==> src/psds_pkg.sv <==
// Shared types and constants for the priority sorting DVFS scheduler.
// No dependencies; imported by the controller, the datapath and the top level.
package psds_pkg;

  localparam int TASK_CAPACITY_DEF = 8;

  localparam int CFG_IDX_W  = 2;
  localparam int CFG_DATA_W = 16;

  localparam logic [CFG_IDX_W-1:0] REG_LOAD_THRESHOLD  = 2'd0;
  localparam logic [CFG_IDX_W-1:0] REG_ACTIVE_POWER_MW = 2'd1;
  localparam logic [CFG_IDX_W-1:0] REG_IDLE_POWER_MW   = 2'd2;

  localparam logic [6:0]  LOAD_THRESHOLD_RST  = 7'd70;
  localparam logic [15:0] ACTIVE_POWER_MW_RST = 16'd1200;
  localparam logic [15:0] IDLE_POWER_MW_RST   = 16'd300;

  localparam int PCT_SCALE = 100;
  localparam int QUO_W     = 7;

  typedef struct packed {
    logic [7:0]  task_id;
    logic [15:0] exec_time;
    logic [7:0]  priority_req;
    logic        is_last;
  } task_req_t;

  typedef struct packed {
    logic [7:0]  out_task_id;
    logic [7:0]  out_priority;
    logic [15:0] out_exec_time;
    logic [6:0]  load_share;
    logic        high_freq;
    logic [15:0] power_mw;
    logic        idle_report;
    logic        last_result;
  } result_t;

  typedef struct packed {
    logic [7:0]  task_id;
    logic [15:0] exec_time;
    logic [7:0]  prio;
  } slot_t;

  typedef struct packed {
    logic load;
    logic scan_start;
    logic scan_step;
    logic div_start;
    logic div_step;
    logic emit_task;
    logic emit_idle;
  } psds_cmd_t;

  typedef struct packed {
    logic all_emitted;
    logic scan_done;
    logic div_last;
    logic last_task;
    logic out_free;
  } psds_status_t;

endpackage

==> src/psds_ctrl.sv <==
// Sequencer for the scheduler: load, selection scan, divide and emit phases.
// Depends on psds_pkg; drives the datapath through psds_cmd_t only.
module psds_ctrl import psds_pkg::*; (
  input  logic         clk,
  input  logic         rst,
  input  logic         task_valid,
  input  logic         task_is_last,
  output logic         task_stall,
  input  psds_status_t st,
  output psds_cmd_t    cmd
);

  localparam logic [2:0] S_IDLE      = 3'd0;
  localparam logic [2:0] S_START     = 3'd1;
  localparam logic [2:0] S_SCAN      = 3'd2;
  localparam logic [2:0] S_DIV       = 3'd3;
  localparam logic [2:0] S_EMIT      = 3'd4;
  localparam logic [2:0] S_EMIT_IDLE = 3'd5;

  logic [2:0] state;
  logic [2:0] state_next;

  assign task_stall = (state != S_IDLE);

  always_comb begin
    state_next = state;
    cmd        = '0;
    case (state)
      S_IDLE: begin
        if (task_valid) begin
          cmd.load = 1'b1;
          if (task_is_last) state_next = S_START;
        end
      end
      S_START: begin
        cmd.scan_start = 1'b1;
        state_next     = st.all_emitted ? S_EMIT_IDLE : S_SCAN;
      end
      S_SCAN: begin
        if (st.scan_done) begin
          cmd.div_start = 1'b1;
          state_next    = S_DIV;
        end else begin
          cmd.scan_step = 1'b1;
        end
      end
      S_DIV: begin
        cmd.div_step = 1'b1;
        if (st.div_last) state_next = S_EMIT;
      end
      S_EMIT: begin
        if (st.out_free) begin
          cmd.emit_task = 1'b1;
          state_next    = st.last_task ? S_EMIT_IDLE : S_START;
        end
      end
      S_EMIT_IDLE: begin
        if (st.out_free) begin
          cmd.emit_idle = 1'b1;
          state_next    = S_IDLE;
        end
      end
      default: state_next = S_IDLE;
    endcase
  end

  always_ff @(posedge clk) begin
    if (rst) begin
      state <= S_IDLE;
    end else begin
      state <= state_next;
    end
  end

  a_emit_needs_slot: assert property (@(posedge clk) disable iff (rst)
    (cmd.emit_task || cmd.emit_idle) |-> st.out_free)
    else $error("emit issued while result register is occupied");

  a_batch_returns_idle: assert property (@(posedge clk) disable iff (rst)
    cmd.emit_idle |=> !task_stall)
    else $error("idle report did not close the batch");

endmodule

==> src/psds_dp.sv <==
// Datapath: task store, running total, min-key selection scan, restoring
// divider, config registers and the result register. Depends on psds_pkg.
module psds_dp import psds_pkg::*; #(
  parameter int TASK_CAPACITY = TASK_CAPACITY_DEF
) (
  input  logic                  clk,
  input  logic                  rst,
  input  task_req_t             task_req,
  input  logic                  cfg_we,
  input  logic [CFG_IDX_W-1:0]  cfg_index,
  input  logic [CFG_DATA_W-1:0] cfg_data,
  output logic                  result_valid,
  input  logic                  result_stall,
  output result_t               result,
  input  psds_cmd_t             cmd,
  output psds_status_t          st
);

  localparam int IW = $clog2(TASK_CAPACITY);
  localparam int CW = $clog2(TASK_CAPACITY + 1);
  localparam int TW = 16 + $clog2(TASK_CAPACITY);
  localparam int DW = TW + QUO_W;
  localparam int KW = 8 + IW;

  slot_t mem [TASK_CAPACITY];

  logic [6:0]       load_threshold;
  logic [15:0]      active_power_mw;
  logic [15:0]      idle_power_mw;

  logic [CW-1:0]    count;
  logic [TW-1:0]    total;
  logic [CW-1:0]    emitted;

  logic [CW-1:0]    scan_idx;
  slot_t            rd_data;
  logic [IW-1:0]    rd_idx;
  logic             rd_valid;

  logic [KW-1:0]    prev_key;
  logic             prev_valid;
  logic [KW-1:0]    best_key;
  logic             best_found;
  slot_t            best;

  logic [DW-1:0]    div_rem;
  logic [QUO_W-1:0] quo;
  logic [2:0]       div_bit;

  logic             store_room;
  logic [KW-1:0]    cand_key;
  logic             cand_take;
  logic [DW-1:0]    div_sub;
  logic [6:0]       load_pct;
  logic             hi;

  assign store_room = (count < CW'(TASK_CAPACITY));
  assign cand_key   = {rd_data.prio, rd_idx};
  assign cand_take  = rd_valid && (!prev_valid || cand_key > prev_key) &&
                      (!best_found || cand_key < best_key);
  assign div_sub    = DW'(total) << div_bit;
  assign load_pct   = (total == '0) ? 7'd0 : quo;
  assign hi         = (load_pct > load_threshold);

  assign st.all_emitted = (emitted == count);
  assign st.scan_done   = (scan_idx == count) && !rd_valid;
  assign st.div_last    = (div_bit == 3'd0);
  assign st.last_task   = (emitted == count - CW'(1));
  assign st.out_free    = !result_valid || !result_stall;

  // config registers
  always_ff @(posedge clk) begin
    if (rst) begin
      load_threshold  <= LOAD_THRESHOLD_RST;
      active_power_mw <= ACTIVE_POWER_MW_RST;
      idle_power_mw   <= IDLE_POWER_MW_RST;
    end else if (cfg_we) begin
      case (cfg_index)
        REG_LOAD_THRESHOLD:  load_threshold  <= cfg_data[6:0];
        REG_ACTIVE_POWER_MW: active_power_mw <= cfg_data;
        REG_IDLE_POWER_MW:   idle_power_mw   <= cfg_data;
        default: ;
      endcase
    end
  end

  // task store
  always_ff @(posedge clk) begin
    if (cmd.load && store_room) begin
      mem[count[IW-1:0]] <= '{task_id:   task_req.task_id,
                              exec_time: task_req.exec_time,
                              prio:      task_req.priority_req};
    end
    if (cmd.scan_step && scan_idx != count) begin
      rd_data <= mem[scan_idx[IW-1:0]];
      rd_idx  <= scan_idx[IW-1:0];
    end
  end

  // batch control state
  always_ff @(posedge clk) begin
    if (rst) begin
      count      <= '0;
      total      <= '0;
      emitted    <= '0;
      scan_idx   <= '0;
      rd_valid   <= 1'b0;
      prev_valid <= 1'b0;
      best_found <= 1'b0;
    end else begin
      if (cmd.load && store_room) begin
        count <= count + CW'(1);
        total <= total + TW'(task_req.exec_time);
      end
      if (cmd.scan_start) begin
        scan_idx   <= '0;
        rd_valid   <= 1'b0;
        best_found <= 1'b0;
      end
      if (cmd.scan_step) begin
        rd_valid <= (scan_idx != count);
        if (scan_idx != count) scan_idx <= scan_idx + CW'(1);
        if (cand_take) best_found <= 1'b1;
      end
      if (cmd.emit_task) begin
        emitted    <= emitted + CW'(1);
        prev_valid <= 1'b1;
      end
      if (cmd.emit_idle) begin
        count      <= '0;
        total      <= '0;
        emitted    <= '0;
        prev_valid <= 1'b0;
      end
    end
  end

  // selection and divide payload
  always_ff @(posedge clk) begin
    if (cmd.scan_step && cand_take) begin
      best_key <= cand_key;
      best     <= rd_data;
    end
    if (cmd.emit_task) prev_key <= best_key;
    if (cmd.div_start) begin
      div_rem <= DW'(best.exec_time) * DW'(PCT_SCALE);
      quo     <= '0;
      div_bit <= 3'(QUO_W - 1);
    end
    if (cmd.div_step) begin
      if (div_rem >= div_sub) begin
        div_rem      <= div_rem - div_sub;
        quo[div_bit] <= 1'b1;
      end
      div_bit <= div_bit - 3'd1;
    end
  end

  // result register
  always_ff @(posedge clk) begin
    if (rst) begin
      result_valid <= 1'b0;
    end else if (cmd.emit_task || cmd.emit_idle) begin
      result_valid <= 1'b1;
    end else if (!result_stall) begin
      result_valid <= 1'b0;
    end
  end

  always_ff @(posedge clk) begin
    if (cmd.emit_task) begin
      result.out_task_id   <= best.task_id;
      result.out_priority  <= best.prio;
      result.out_exec_time <= best.exec_time;
      result.load_share    <= load_pct;
      result.high_freq     <= hi;
      result.power_mw      <= hi ? active_power_mw : (active_power_mw >> 1);
      result.idle_report   <= 1'b0;
      result.last_result   <= 1'b0;
    end else if (cmd.emit_idle) begin
      result.out_task_id   <= '0;
      result.out_priority  <= '0;
      result.out_exec_time <= '0;
      result.load_share    <= '0;
      result.high_freq     <= 1'b0;
      result.power_mw      <= idle_power_mw;
      result.idle_report   <= 1'b1;
      result.last_result   <= 1'b1;
    end
  end

  a_emitted_bounded: assert property (@(posedge clk) disable iff (rst)
    (emitted <= count) && (count <= CW'(TASK_CAPACITY)))
    else $error("emit or fill count out of range");

  a_emit_has_winner: assert property (@(posedge clk) disable iff (rst)
    cmd.emit_task |-> best_found)
    else $error("task emitted without a selected entry");

  a_load_in_range: assert property (@(posedge clk) disable iff (rst)
    cmd.emit_task |-> (load_pct <= 7'd100))
    else $error("load percent above 100");

endmodule

==> src/priority_sort_dvfs_scheduler_top.sv <==
// Top level of the priority sorting DVFS scheduler.
// Depends on psds_pkg, psds_ctrl and psds_dp.
//
//  channel   | direction | handshake                   | payload
//  task      | in        | task_valid / task_stall     | task_req (task_req_t)
//  result    | out       | result_valid / result_stall | result (result_t)
//  cfg       | in        | cfg_we                      | cfg_index, cfg_data
//
// Loading accepts one task per cycle. Each scheduled task then takes a start step, a
// scan over the single-port task store, 7 restoring divide steps and an emit
// step; after the last request of a batch, task_stall stays high until the idle
// report is in the result register.
// Reset (rst, synchronous) clears counts and restores the register defaults.
// A stalled result holds the sequencer in its emit step.
module priority_sort_dvfs_scheduler_top import psds_pkg::*; #(
  parameter int TASK_CAPACITY = TASK_CAPACITY_DEF
) (
  input  logic                  clk,
  input  logic                  rst,
  input  logic                  task_valid,
  output logic                  task_stall,
  input  task_req_t             task_req,
  output logic                  result_valid,
  input  logic                  result_stall,
  output result_t               result,
  input  logic                  cfg_we,
  input  logic [CFG_IDX_W-1:0]  cfg_index,
  input  logic [CFG_DATA_W-1:0] cfg_data
);

  psds_cmd_t    cmd;
  psds_status_t st;

  psds_ctrl u_ctrl (
    .clk          (clk),
    .rst          (rst),
    .task_valid   (task_valid),
    .task_is_last (task_req.is_last),
    .task_stall   (task_stall),
    .st           (st),
    .cmd          (cmd)
  );

  psds_dp #(
    .TASK_CAPACITY (TASK_CAPACITY)
  ) u_dp (
    .clk          (clk),
    .rst          (rst),
    .task_req     (task_req),
    .cfg_we       (cfg_we),
    .cfg_index    (cfg_index),
    .cfg_data     (cfg_data),
    .result_valid (result_valid),
    .result_stall (result_stall),
    .result       (result),
    .cmd          (cmd),
    .st           (st)
  );

endmodule

==> config.mk <==
export PLATFORM = sky130hd
export DESIGN_NAME = priority_sort_dvfs_scheduler_top
export DESIGN_NICKNAME = d
export VERILOG_FILES = /design/src/psds_pkg.sv /design/src/psds_ctrl.sv /design/src/psds_dp.sv /design/src/priority_sort_dvfs_scheduler_top.sv
export SDC_FILE = /design/constraint.sdc
export NUM_CORES = 1
export LEC_CHECK = 0
export ABC_CLOCK_PERIOD_IN_PS = 7200
export BUFFER_PORTS_ARGS = -buffer_cell sky130_fd_sc_hd__buf_2
export CORE_MARGIN = 10
export CORE_UTILIZATION = 34
export CTS_CLUSTER_SIZE = 24
export DETAILED_ROUTE_END_ITERATION = 7
export SYNTH_ARGS = -nofsm -noshare
export SYNTH_HDL_FRONTEND = slang
export SYNTH_SLANG_ARGS = --single-unit
==> constraint.sdc <==
create_clock -name clk -period 7.2 [get_ports clk]
set_input_delay 0.72 -clock clk [delete_from_list [all_inputs] [get_ports clk]]
set_output_delay 0.72 -clock clk [all_outputs]
set_load 0.05 [all_outputs]
==> results of run 1 <==
## flip-flops by register name (all words and copies together), names as in the netlist, 11 cells and up
register and flops:
u_dp.rd_data 24, u_dp.active_power_mw 16, u_dp.best 24, u_dp.div_rem 26
u_dp.idle_power_mw 16, u_dp.mem 256, u_dp.best_key 11, u_dp.result 57
u_dp.total 19, u_dp.prev_key 11
## tightest hold or removal path, stage by stage
cell,delay (ns)
buf_2,0.09
nand2_1,0.05
nand3b_1,0.07
## path summary, 6_finish.rpt
| path | start | end | slack [ns] | cells after the start |
|---|---|---|---|---|
| setup / recovery | u_dp.div_bit[0] | u_dp.quo[3] | 2.33 | 16 |
| hold / removal | cfg_data[8] | u_dp.idle_power_mw[8] | 0.36 | 3 |
| setup reg to reg | u_dp.div_bit[0] | u_dp.quo[3] | 2.33 | 16 |
| hold reg to reg | u_dp.rd_data[23] | u_dp.best[23] | 0.42 | 0 |
## layout make-up
cell class | count | area, sq um
clock buffers | 72 | 1490
clock inverters | 28 | 282.8
fillers | 6511 | 42670
well taps | 940 | 1176
repair buffers | 138 | 748.2
multi-input cells | 1107 | 9166
flip-flops and latches | 507 | 14120
inverters | 99 | 372.9
## cells by family after synthesis
logic type | after synthesis
mux | 158
xor+xnor | 65
fa+ha+maj | 142
compound gates | 309
flops | 507
buf+inv | 184
simple gates | 433
## metrics by stage
step | instance area (sq um) | hold slack (ns)
2_1_floorplan | 23980 | 0.4003
3_3_place_gp | 25580 | 0.4012
6_report | 27360 | 0.3551
4_1_cts | 27360 | 0.3123
5_1_grt | 27360 | 0.3408
3_5_place_dp | 25580 | 0.4045
## power by group through the flow
| stage | sequential (mW) | combinational, mW | clock (mW) |
|---|---|---|---|
| after CTS | 3.82 | 2.87 | 2.82 |
| after detailed placement | 3.88 | 2.86 | 0 |
| after global placement | 3.87 | 2.81 | 0 |
| final | 3.82 | 2.86 | 2.74 |
| after floorplan | 3.96 | 2.03 | 0 |
| after global routing | 3.86 | 3.16 | 2.92 |
## placed cells by master (no fill, tap or decap), drive strengths merged, types with 40 or more instances in the layout
cell	instances
o21ai	60
mux4	76
nand2	157
clkbuf	72
buf	138
dfxtp	111
edfxtp	396
a21oi	125
ha	129
mux2	40
nor2	87
inv	99
mux2i	42
## routing by layer
| metal | vias to the layer above | GRT usage | wire length [microns] |
|---|---|---|---|
| met4 | 16 | 0.03474 | 1072 |
| li1 | 6950 | - | - |
| met2 | 297 | 0.2204 | 26790 |
| met1 | 7379 | 0.1822 | 26070 |
| met3 | 87 | 0.03060 | 3198 |
| met5 | - | 0 | 103 |
==> impl_metrics.tcl, run 1 <==
set metrics [dict create \
    status "completed" \
    root_buffer "clkbuf_16" \
    crit_type "reg2reg" \
    ys_ff_latch 507 \
    syn_inst 1798 \
    synth_area_leaders "edfxtp_1 (50%), dfxtp_1 (9.3%), mux4_2 (7.1%), ha_1 (6.7%), a21oi_1 (2.6%)" \
    floorplan.initialDensity 0.3424 \
    switchingPower_mw 3.197 \
    cts_tree "built" \
    synth_edf_count 396 \
    antenna_found_initial 9 \
    track_usage 0.1360 \
    clk_latency_ns 0.62 \
    p_int_mw 6.232 \
    design.die.area_sq_mm 0.08155 \
    maxSlewHeadroom 0.2131 \
    synth_area_leader_cell "edfxtp_1" \
    wl_microns 57230 \
    fin_tns_setup_ns 0 \
    grt_overflow_total 0 \
    grt_setup_unrepaired "false" \
    critPathRequiredTime_ns 7.74 \
    power.total_mw 9.429 \
    crit_fanout 47 \
    coreArea_sq_mm 0.07003 \
    post_cts_buffers 0 \
    netSwitchingFraction 0.3391 \
    drc 0 \
    numPortBuffers 115 \
    worst_hold_path_type "in2reg" \
    first_pass_iters 5 \
    start_kind "flop" \
    synth-main-ff-cell "edfxtp_1" \
    cp-end-kind "flop" \
    cpMostUsedCell "nand2_1" \
    drive_gt1_frac 0.1907 \
    drt_iter0_drc 982 \
    num_rows 97 \
    place.gp.congestion 0.8245 \
    area_delta_synth_final_pct 14.08 \
    clkPwrFrac 0.291 \
    die_w_microns 285.6 \
    htree_levels 2 \
    fp.dieH_microns 285.6 \
    ys_types 75 \
    synthesis.area_sq_mm 0.02398 \
    seq_power_share 0.406 \
    synth_xor_area_frac 0.02374 \
    dp_worst_setup_slack_ns 2.329 \
    vias 14729 \
    tightest_slew_ns 1.180 \
    path_delay_family "compound AO/OA/AOI/OAI gates" \
    ys_warn_count 0 \
    antenna_cells 0 \
    timing.final.ws_setup_ns 2.327 \
    dpl.hpwl_microns 38030 \
    peakVddDrop_mv 0.1835 \
    post_cts_resized 0 \
    fin_util 0.3906 \
    setup_viol 0 \
    synthTopCellsByCount "edfxtp_1 (396), nand2_1 (157), ha_1 (129), a21oi_1 (124), dfxtp_1 (111)" \
    ant_nets 0 \
    grt_pass1_wl_microns 87530 \
    fin_nets 2105 \
    combPwrFrac 0.304 \
    synth.mux.area_fraction 0.1077 \
    cts.path.max_buffers 3 \
    synth_simple_gate_area_frac 0.08609 \
    powerDensity_mw_per_mm2 344.7 \
    synth_adder_area_share 0.07816 \
    synth_top_area_frac 0.4959 \
    grt_pass1_vias 14754 \
    slowest_delay_ns 1.13 \
    path_buf_inv 2 \
    fin_skew_ns 0.02536 \
    clkSinkCount 507 \
    synth_compound_area_frac 0.08406 \
    synth_top_family_by_area "multiplexers" \
    num_io_pins 116 \
    synth_most_common_cell "edfxtp_1" \
    slew_viol_final 0 \
    crit_path_cell_trace "inv_1, nor2_1, nand2_1, o21ai_0, nand2_1, ha_1, a21oi_2, o22ai_2, o41ai_4, o21ai_2, a41o_1, nand2_1, a31oi_4, buf_4, and2_1, a32o_1" \
    p_leak_nw 10.01 \
    path_clk_slew_ns 0.06 \
    grt_max_degree 69 \
    finalCritPeriodShare 0.6769 \
    vias_per_cell 5.095 \
    numCtsBuffers 54 \
    hold_viol_final 0 \
    period_minus_slack_ns 4.873 \
    final_cells 2891 \
    dp.cells 2791 \
    ctsHoldBuffers 0 \
    fmax_mhz 205.2 \
    maxCapViolations 0 \
    syn_avg_cell_area_sq_um 13.34 \
    critPathArrivalTime_ns 5.41 \
    wl_per_cell_microns 19.80 \
    synth-async-reset-ratio 0 \
    synth_fp_nets 1996 \
    seq_area_frac_synth 0.5885 \
    crit_path_top_delay_cell "edfxtp_1" \
]
(Power assumes the default switching activity.)
==> run 2: changes to the inputs <==
--- a/config.mk
+++ b/config.mk
@@ -5,7 +5,7 @@
 export SDC_FILE = /design/constraint.sdc
 export NUM_CORES = 1
 export LEC_CHECK = 0
-export ABC_CLOCK_PERIOD_IN_PS = 7200
+export ABC_CLOCK_PERIOD_IN_PS = 5000
 export BUFFER_PORTS_ARGS = -buffer_cell sky130_fd_sc_hd__buf_2
 export CORE_MARGIN = 10
 export CORE_UTILIZATION = 34
==> constraint.sdc (replaced) <==
create_clock -name clk -period 5 [get_ports clk]
set_input_delay 0.5 -clock clk [delete_from_list [all_inputs] [get_ports clk]]
set_output_delay 0.5 -clock clk [all_outputs]
set_load 0.05 [all_outputs]
==> run 2 against run 1 <==
Net effect: worst hold slack worse by 0.23 ns; core utilization shrank 0.11 points; maximum frequency up 14%; critical path type unchanged; critical endpoint is now u_dp.result[13].
==> impl_metrics.tcl, run 2 (synthesis results as in run 1) <==
set metrics [dict create \
    status "completed" \
    coreArea_sq_mm 0.07003 \
    fin_tns_setup_ns 0 \
    critPathArrivalTime_ns 4.73 \
    whs_path_depth 3 \
    wl_microns 56910 \
    timing.rr.end "u_dp.result[13]" \
    numCtsBuffers 53 \
    hold_end "u_dp.idle_power_mw[8]" \
    hp-start "cfg_data[8]" \
    track_usage 0.1368 \
    design.die.area_sq_mm 0.08155 \
    cp-end-kind "flop" \
    num_io_pins 116 \
    grt_pass1_wl_microns 87620 \
    maxCapViolations 0 \
    root_buffer "clkbuf_16" \
    area_delta_synth_final_pct 13.75 \
    cts.path.max_buffers 3 \
    dpl.hpwl_microns 39200 \
    vias 14781 \
    clk_latency_ns 0.62 \
    power.total_mw 13.21 \
    fin_nets 2116 \
    fmax_mhz 234.3 \
    crit_type "reg2reg" \
    die_w_microns 285.6 \
    htree_levels 2 \
    fin_skew_ns 0.01908 \
    finalCritPeriodShare 0.8536 \
    ctsHoldBuffers 0 \
    floorplan.initialDensity 0.3424 \
    period_minus_slack_ns 4.268 \
    grt_setup_unrepaired "false" \
    ant_nets 0 \
    cts_tree "built" \
    place.gp.congestion 0.9014 \
    crit_fanout 17 \
    start_kind "flop" \
    grt_pass1_vias 14788 \
    setup_viol 0 \
    antenna_found_initial 14 \
    clkSinkCount 507 \
    r2r_slack_ns 0.73 \
    grt_max_degree 69 \
    post_cts_buffers 0 \
    largest_reg_flops 256 \
    worst_hold_path_type "in2reg" \
    vias_per_cell 5.095 \
    fp.dieH_microns 285.6 \
    drive_gt1_frac 0.1899 \
    tightest_slew_ns 1.061 \
    first_pass_iters 5 \
    drt_iter0_drc 1184 \
    final_common_cell "edfxtp_1" \
    p_leak_nw 9.973 \
    hold_viol_final 0 \
    path_clk_slew_ns 0.06 \
    grt_overflow_total 0 \
    slew_viol_final 0 \
    maxSlewHeadroom 0.2892 \
    critPathRequiredTime_ns 5.46 \
    post_cts_resized 0 \
    numPortBuffers 115 \
    drc 0 \
    reg2regPathDepth 14 \
    num_rows 97 \
    powerDensity_mw_per_mm2 484.4 \
    final_cell_mix "edfxtp_1 (396), nand2_1 (157), ha_1 (129)" \
    r2r-start "u_dp.total[10]" \
    peakVddDrop_mv 0.2731 \
    wl_per_cell_microns 19.62 \
]
-- run 2: cell types whose count changed in the layout (fill, tap and decap cells not counted), moves of 2 or more --
cell / change
clkinv_1: +6
bufinv_16: -3
buf_4: +11
clkbuf_1: +2
diode_2: +2
clkbuf_16: -2
clkinv_2: -4
clkbuf_8: -5
-- run 2: how the worst max path moves through the flow --
stage	endpoint	from	depth (start not counted)
floorplan	u_dp.mem[6][0]	u_ctrl.state[1]	7
global placement	u_dp.result[15]	u_dp.total[10]	14
detailed placement	u_dp.result[16]	u_dp.total[10]	14
CTS	u_dp.result[16]	u_dp.total[10]	14
global route	u_dp.div_rem[14]	u_dp.div_bit[0]	17
finish	u_dp.result[13]	u_dp.total[10]	14
-- run 2: power by group --
group	switching (mW)	total [mW]	internal [mW]
sequential	0.323	5.45	5.13
clock	1.64	3.61	1.96
combinational	2.56	4.15	1.59
total	4.53	13.2	8.69
-- run 2: metrics by stage --
stage / hold WS, ns / worst slack (ns) / util / cells / instance area (sq um)
final: 0.1233 / 0.7318 / 0.3895 / 2901 / 27280
after global routing: 0.1096 / 0.4144 / 0.3895 / 2901 / 27280
after CTS: 0.08548 / 0.7420 / 0.3894 / 2899 / 27270
after detailed placement: 0.4045 / 0.7671 / 0.3669 / 2803 / 25690
after global placement: 0.4046 / 0.7961 / 0.3669 / 2803 / 25690
after floorplan: 0.4003 / 0.3306 / - / 1798 / 23990
-- run 2: critical path, stage by stage, from the launching register on --
cell and delay, ns:
dfxtp_1 0.37, nor4_1 0.36, nand4_1 0.13, or4_1 0.65
and2_1 0.27, ha_1 0.28, nor2b_1 0.13, o21a_1 0.16
o21a_1 0.16, o21a_1 0.16, o21a_1 0.16, o21a_1 0.16
o22a_1 0.56, mux2_2 0.44, nor2_1 0.11
-- run 2: layout make-up --
| class | instances | area (sq um) |
|---|---|---|
| tap | 940 | 1176 |
| fill | 6586 | 42750 |
| clock buffer | 67 | 1379 |
| multi-input combinational | 1107 | 9175 |
| clock inverter | 29 | 200.2 |
| antenna | 2 | 5.005 |
| sequential | 507 | 14120 |
| timing repair buffer | 150 | 850.8 |
| inverter | 99 | 371.6 |
-- run 2: routing by layer --
metal | GRT usage | vias to the layer above | wire length [microns]
met4 | 0.04132 | 20 | 1173
met5 | 0 | - | 127
met3 | 0.03259 | 89 | 3603
li1 | - | 6979 | -
met2 | 0.2167 | 337 | 26100
met1 | 0.1840 | 7356 | 25910
==> run 3: changes to the inputs <==
--- a/config.mk
+++ b/config.mk
@@ -11,6 +11,7 @@
 export CORE_UTILIZATION = 34
 export CTS_CLUSTER_SIZE = 24
 export DETAILED_ROUTE_END_ITERATION = 7
+export MAX_ROUTING_LAYER = met4
 export SYNTH_ARGS = -nofsm -noshare
 export SYNTH_HDL_FRONTEND = slang
 export SYNTH_SLANG_ARGS = --single-unit
==> run 3 against run 2 <==
Net effect: design area rose by 0.21%; critical endpoint is now u_dp.result[14]; non-clock buffer count is 4 lower; setup slack worse by 0.11 ns; first-iteration DRC count fell by 14%; clock power grew 1%; core utilization up 0.080 points; sequential share of layout area is 0.11 points lower; critical path type unchanged; highest routed layer is now met4; combinational power up 1%; total power rose by 0.74%.
==> impl_metrics.tcl, run 3 (synthesis results as in run 1) <==
set metrics [dict create \
    ant_nets 0 \
    postLayoutCellArea_sq_mm 0.02733 \
    first_pass_iters 5 \
    place.gp.congestion 0.9197 \
    p_leak_nw 9.994 \
    ctsHoldBuffers 0 \
    post_cts_buffers 0 \
    clk_latency_ns 0.63 \
    maxSlewHeadroom 0.2999 \
    grt_pass1_vias 14667 \
    cts.path.max_buffers 3 \
    crit_type "reg2reg" \
    largest_reg_flops 256 \
    die_w_microns 285.6 \
    switchingPower_mw 4.582 \
    tightest_slew_ns 1.050 \
    num_rows 97 \
    drive_gt1_frac 0.1902 \
    crit_path_top_delay_cell "or4_1" \
    htree_levels 2 \
    combPwrFrac 0.315 \
    crit_path_cell_trace "nor4_1, nand4_1, or4_1, and2_1, ha_1, nor2b_1, o21a_1, o21a_1, o21a_1, o21a_1, o21a_1, o22a_1, mux2_2, nor2_1" \
    clkSinkCount 507 \
    coreArea_sq_mm 0.07003 \
    wl_microns 57390 \
    hold_viol_final 0 \
    fin_skew_ns 0.03980 \
    vias 14713 \
    grt_overflow_total 0 \
    path_delay_family "simple AND/OR/NAND/NOR gates" \
    drc 0 \
    power.total_mw 13.31 \
    finalCritPeriodShare 0.8755 \
    fp.dieH_microns 285.6 \
    critPathArrivalTime_ns 4.82 \
    grt_pass1_wl_microns 88260 \
    root_buffer "clkbuf_16" \
    area_delta_synth_final_pct 13.98 \
    path_clk_slew_ns 0.06 \
    peakVddDrop_mv 0.2737 \
    seq_power_share 0.411 \
    track_usage 0.1418 \
    cts_tree "built" \
    fin_nets 2111 \
    slew_viol_final 0 \
    setup_viol 0 \
    critPathRequiredTime_ns 5.44 \
    num_io_pins 116 \
    maxCapViolations 0 \
    wl_per_cell_microns 19.75 \
    start_kind "flop" \
    fmax_mhz 228.4 \
    path_buf_inv 0 \
    fin_tns_setup_ns 0 \
    powerDensity_mw_per_mm2 486.9 \
    period_minus_slack_ns 4.378 \
    dpl.hpwl_microns 39330 \
    clkPwrFrac 0.275 \
    status "completed" \
    numPortBuffers 115 \
    vias_per_cell 5.063 \
    p_int_mw 8.728 \
    worst_hold_path_type "in2reg" \
    floorplan.initialDensity 0.3424 \
    dpl_cell_area_sq_mm 0.02570 \
    post_cts_resized 0 \
    cp-end-kind "flop" \
    cpMostUsedCell "o21a_1" \
    crit_fanout 17 \
    drt_iter0_drc 1014 \
    grt_max_degree 88 \
    numCtsBuffers 52 \
    final_common_cell "edfxtp_1" \
    netSwitchingFraction 0.3442 \
    grt_setup_unrepaired "false" \
    slowest_delay_ns 0.65 \
    design.die.area_sq_mm 0.08155 \
    final_cell_mix "edfxtp_1 (396), nand2_1 (157), ha_1 (129)" \
    antenna_found_initial 10 \
]
==> run 3: cell types whose count changed in the layout (fill, tap and decap cells not counted) <==
| cell | previous run | this run |
|---|---|---|
| buf_12 | 1 | 4 |
| bufinv_16 | 0 | 1 |
| clkbuf_16 | 53 | 52 |
| clkinv_8 | 0 | 1 |
| clkinvlp_4 | 3 | 1 |
| diode_2 | 2 | 10 |
| buf_4 | 34 | 27 |
| clkbuf_8 | 0 | 1 |
| clkbuf_1 | 14 | 11 |
| clkinv_2 | 6 | 10 |
==> run 3: cell type report <==
cell class | count | area [sq um]
Timing Repair Buffer | 146 | 858.3
Tap cell | 940 | 1176
Antenna cell | 10 | 25.02
Fill cell | 6541 | 42690
Sequential cell | 507 | 14120
Clock inverter | 33 | 251.5
Inverter | 99 | 371.6
Clock buffer | 64 | 1356
Multi-Input combinational cell | 1107 | 9175
==> run 3: worst paths after layout <==
| kind | from | to | slack (ns) | cells after the start |
|---|---|---|---|---|
| min | task_req[2] | u_dp.mem[2][1] | 0.14 | 1 |
| max reg2reg | u_dp.total[10] | u_dp.result[14] | 0.62 | 14 |
| min reg2reg | u_dp.rd_data[15] | u_dp.best[15] | 0.42 | 0 |
| max | u_dp.total[10] | u_dp.result[14] | 0.62 | 14 |
==> run 3: power by group through the flow <==
stage,logic (mW),registers [mW],clock network [mW]
after floorplan,2.93,5.70,0
after detailed placement,4.18,5.55,0
after global placement,4.13,5.52,0
final,4.19,5.46,3.66
after global routing,4.60,5.52,3.90
after CTS,4.20,5.47,3.74
==> run 3: worst reg2reg max path: cells and delay by family, from the launching register on <==
kind,cells,cell delay [ns]
AND/OR/NAND/NOR,6,1.74
AO/OA/AOI/OAI,6,1.35
multiplexers,1,0.44
flip-flops,1,0.36
adder cells (fa/ha/maj),1,0.29
==> run 3: metrics by stage <==
step / instances / utilization / setup WS (ns) / hold WS, ns
after floorplan: 1798 / - / 0.3306 / 0.4003
after global placement: 2799 / 0.3670 / 0.8097 / 0.4025
after detailed placement: 2799 / 0.3670 / 0.6790 / 0.4045
after CTS: 2896 / 0.3900 / 0.6279 / 0.09801
after global routing: 2906 / 0.3903 / 0.3882 / 0.1206
final: 2906 / 0.3903 / 0.6223 / 0.1363
==> run 3: metal layers <==
| layer | vias up | global-route usage | share of wire | wire length (microns) |
|---|---|---|---|---|
| met5 | - | - | 0 | 0 |
| met4 | 0 | 0.03790 | 0.020 | 1120 |
| met3 | 78 | 0.03108 | 0.062 | 3545 |
| met2 | 329 | 0.2245 | 0.47 | 27240 |
| met1 | 7326 | 0.1823 | 0.44 | 25480 |
| li1 | 6980 | - | - | - |
